File: src/sm2r_pkg.sv
// Shared constants, types and a helper function for the SM2 P-256 fast reduction pipeline.
package sm2r_pkg;

   localparam int LIMB_W  = 64;
   localparam int WORD_W  = 32;
   localparam int NWORDS  = 8;
   localparam int LO_W    = WORD_W * NWORDS;
   localparam int IN_W    = 2 * LO_W;
   localparam int COL_W   = WORD_W + 6;
   localparam int CARRY_W = 8;
   localparam int TOT_W   = LO_W + CARRY_W;

   localparam logic [LO_W-1:0] PRIME = {
      64'hfffffffeffffffff, 64'hffffffffffffffff,
      64'hffffffff00000000, 64'hffffffffffffffff
   };

   localparam logic [IN_W-1:0] PRIME_SQ = {
      64'hfffffffe00000000, 64'hffffffffffffffff,
      64'hfffffffe00000003, 64'hfffffffdfffffffe,
      64'h0000000200000000, 64'hfffffffe00000001,
      64'h00000001fffffffe, 64'h0000000000000001
   };

   // Signed multiple of upper word (8 + j) that lands in lower word i.
   localparam int WEIGHT [NWORDS][NWORDS] = '{
      '{ 1,  1, 1, 1, 1,  2,  2, 2},
      '{ 0,  1, 1, 1, 1,  1,  2, 2},
      '{-1, -1, 0, 0, 0, -1, -1, 0},
      '{ 1,  0, 0, 1, 1,  2,  1, 1},
      '{ 0,  1, 0, 0, 1,  1,  2, 1},
      '{ 0,  0, 1, 0, 0,  1,  1, 2},
      '{ 0,  0, 0, 1, 0,  0,  1, 1},
      '{ 1,  1, 1, 1, 2,  2,  2, 3}
   };

   typedef logic signed [COL_W-1:0] col_type;
   typedef logic signed [TOT_W-1:0] total_type;
   typedef logic [LO_W-1:0] residue_type;

   // Folds the signed carry above bit 255 back into the low 256 bits.
   function automatic total_type fold_carry(input total_type t);
      logic signed [CARRY_W-1:0] c;
      total_type ce;
      total_type acc;
      total_type sh;
      c   = t[TOT_W-1:LO_W];
      ce  = total_type'(c);
      acc = total_type'({{CARRY_W{1'b0}}, t[LO_W-1:0]});
      for (int i = 0; i < NWORDS; i++) begin
         sh = ce <<< (WORD_W * i);
         case (WEIGHT[i][0])
            1: acc = acc + sh;
            2: acc = acc + (sh <<< 1);
            3: acc = acc + (sh <<< 1) + sh;
            -1: acc = acc - sh;
            -2: acc = acc - (sh <<< 1);
            -3: acc = acc - (sh <<< 1) - sh;
            default: acc = acc;
         endcase
      end
      return acc;
   endfunction

endpackage

File: src/sm2r_column_sum.sv
// Weighted signed column sums that fold the upper 256 bits into the lower eight words.
module sm2r_column_sum
   import sm2r_pkg::*;
(
   input  logic [IN_W-1:0] value,
   output col_type         col [NWORDS]
);

   always_comb begin
      col_type acc;
      col_type term;
      for (int i = 0; i < NWORDS; i++) begin
         acc = col_type'({6'b0, value[WORD_W*i +: WORD_W]});
         for (int j = 0; j < NWORDS; j++) begin
            term = col_type'({6'b0, value[LO_W + WORD_W*j +: WORD_W]});
            case (WEIGHT[i][j])
               1: acc = acc + term;
               2: acc = acc + (term <<< 1);
               3: acc = acc + (term <<< 1) + term;
               -1: acc = acc - term;
               -2: acc = acc - (term <<< 1);
               -3: acc = acc - (term <<< 1) - term;
               default: acc = acc;
            endcase
         end
         col[i] = acc;
      end
   end

endmodule
File: config.mk
export PLATFORM = sky130hd
export DESIGN_NAME = sm2r_column_sum
export DESIGN_NICKNAME = d
export VERILOG_FILES = /design/src/sm2r_pkg.sv /design/src/sm2r_column_sum.sv
export SDC_FILE = /design/constraint.sdc
export NUM_CORES = 2
export LEC_CHECK = 0
export ABC_AREA = 1
export BUFFER_PORTS_ARGS = -buffer_cell sky130_fd_sc_hd__buf_2
export CAP_MARGIN = 10
export CORE_AREA = 3 3 317 319
export DETAILED_ROUTE_END_ITERATION = 10
export DIE_AREA = 0 0 320 322
export PLACE_DENSITY = 0.74
export RECOVER_POWER = 100
export SLEW_MARGIN = 20
export SYNTH_ARGS = -nofsm -noshare
export SYNTH_HDL_FRONTEND = slang
export SYNTH_SLANG_ARGS = --single-unit
File: constraint.sdc
create_clock -name vclk -period 6.13
set_clock_uncertainty 0.1 [all_clocks]
set_input_delay 0.613 -clock vclk [all_inputs]
set_output_delay 0.613 -clock vclk [all_outputs]
set_load 0.02 [all_outputs]
==> key figures <==
Synth
  – Post-Syn Area: 48,900 um2
  – Distinct cells, synth: 39
  – Sequential area share after synthesis: 0
  – Commonest cells in the netlist: inv_1, nand2_1, fa_1
  – Synth top area share: 0.470
  – Mapped Avg Cell Area: 7.50 um2
  – Synth area leader: fa_1
  – Synth warnings: 0
  – Ranking of synthesized cells by area: fa_1, inv_1, nand2_1
  – Count leader, synth: inv_1
  – Post-Synthesis Cells: 6,519

Drt
  – Total Wirelength: 240 mm
  – Vias: 49,647
  – Vias per Instance: 5.55
  – 1st-pass router iterations: 6
  – Antenna Nets Post-Route: 0
  – DR iter-0 viols: 5,636
  – DRC Markers: 0
  – Wire per inst: 26.8 um

GRT
  – Vias in the first global route: 48,944
  – Gr usage total: 0.459
  – Total grt overflow: 0
  – Pin count of the biggest net entering global routing: 11
  – Global-route wire length before repair: 336 mm
  – Initial antenna violation count: 47

Cells and area
  – Share of cells above drive strength 1: 0.199
  – Area Overhead vs Synth: 21.5%
  – Final #Nets: 9,635
  – Number of clock buffers in the layout: 0
  – Sequential cells: 0
  – Layout filler cell count: 9,294
  – Non-Filler Instances: 8,939
  – Register area: 0 um2

Floorplanning
  – Initial Util: 0.498
  – DIE WIDTH: 320 um
  – I/O pin count: 816
  – Core Rows: 115
  – Core Region: 98,100 um2
  – Die H: 322 um
  – Area of the die: 103,000 um2

Setup path
  – Bufs and invs on worst path: 7
  – Critical Path AT: 5.66 ns
  – Slowest CP cell: fa_2
  – CP most frequent cell: nand2_4
  – Crit path max-delay family: adder cells
  – Worst Setup End Kind: output pin
  – CP Class: input port to output pin
  – Required @ worst endpoint: 5.42 ns
  – Worst stage delay on the critical path: 0.59 ns
  – CP max FO: 4
  – Beginning of the critical path: value[256]
  – Worst setup SP type: input port
  – Crit path to: col[17]
  – Crit path depth: 26

Placed design
  – Placed insts: 8,879
  – Detailed Place HPWL: 219 mm
  – Port bufs: 798
  – GPL Wtd Cong: 1.19

STA
  – Slew margin rel.: 0.246
  – RSZ-0062 raised after global routing: true
  – Slew Limit Fails: 0
  – Least-Margin Pin Slew: 1.13 ns
  – Post-route setup slack: -0.241 ns
  – Fmax: 0.157 GHz
  – Final worst path period share: 1.04
  – Final min period: 6.37 ns
  – Setup violators final: 37
  – Setup TNS: -3.87 ns
  – Final Hold Fails: 0

Status
  – Failing checks: setup timing
  – Status: finished, violations left

Worst hold path
  – Hold Crit Class: input port to output pin

Clock network
  – CTS hold repair buffers: 0

Run
  – Maxcap violations: 0
==> layer usage <==
metal | GRT usage | vias up | wire length [um]
li1 | - | 21481 | -
met1 | 0.584 | 24120 | 88500
met2 | 0.700 | 3245 | 103000
met3 | 0.132 | 759 | 29800
met4 | 0.272 | 42 | 18900
met5 | 0 | - | 240
==> layout by cell type, fill, tap and decap left out, types with 17 or more instances in the layout <==
| cell type | n |
|---|---|
| buf_2 | 710 |
| a21oi_4 | 25 |
| nor3_1 | 54 |
| a21oi_1 | 321 |
| nor3_2 | 17 |
| buf_6 | 43 |
| conb_1 | 18 |
| xor2_1 | 111 |
| a21oi_2 | 34 |
| fa_1 | 1137 |
| nand3b_1 | 20 |
| ha_4 | 53 |
| o21ai_2 | 19 |
| nand3_1 | 204 |
| buf_4 | 294 |
| nor2_1 | 365 |
| nand4_1 | 30 |
| nand2_2 | 115 |
| inv_2 | 18 |
| nor2_4 | 27 |
| nand3_2 | 18 |
| nor2_2 | 37 |
| diode_2 | 30 |
| clkbuf_1 | 49 |
| nand2_1 | 1374 |
| nand2_4 | 45 |
| inv_1 | 1834 |
| ha_1 | 297 |
| o21ai_0 | 186 |
| xnor2_1 | 27 |
==> worst min path at each step <==
stage | cells past startpoint | to | start
final | 4 | col[38] | value[192]
after global routing | 4 | col[38] | value[192]
after CTS | 4 | col[38] | value[192]
after detailed placement | 4 | col[114] | value[128]
after global placement | 4 | col[38] | value[192]
after floorplan | 1 | col[153] | value[481]
==> kinds of logic after synthesis <==
| logic type | count (synthesis) | share of synthesized area |
|---|---|---|
| compound gates | 669 | 0.0722 |
| xor+xnor | 154 | 0.0276 |
| fa+ha+maj | 1499 | 0.560 |
| buf+inv | 1872 | 0.145 |
| other cells | 1 | 0.0000767 |
| simple gates | 2324 | 0.195 |
==> final cells by class <==
type,instances,area [um2],share of cell area
Multi-Input combinational cell,4664,44200,0.744
Inverter,1852,6950,0.117
Timing Repair Buffer,1106,6560,0.110
Tap cell,1287,1610,0.0271
Antenna cell,30,75.1,0.00126
==> what timing repair did <==
item / 4_1_cts / 5_1_grt
gates resized for setup: 385 / 242
setup endpoints to repair: 29 / 38
pin swaps: 109 / 145
setup buffers: 19 / 16
==> through the flow <==
stage               setup slack, ns  cell area (um2)  utilization  hold slack [ns]
finish                       -0.241            59400        0.605             1.66
global route                 -0.341            59300        0.605             1.69
CTS                          -0.177            58300        0.594             1.67
detailed placement           -0.786            56500        0.576             1.67
global placement             -0.788            56500        0.576             1.65
floorplan                     0.340            49000            -             1.34
Power is not shown: default switching activity piles up to over one toggle a cycle in this logic, so the estimate is an artifact.
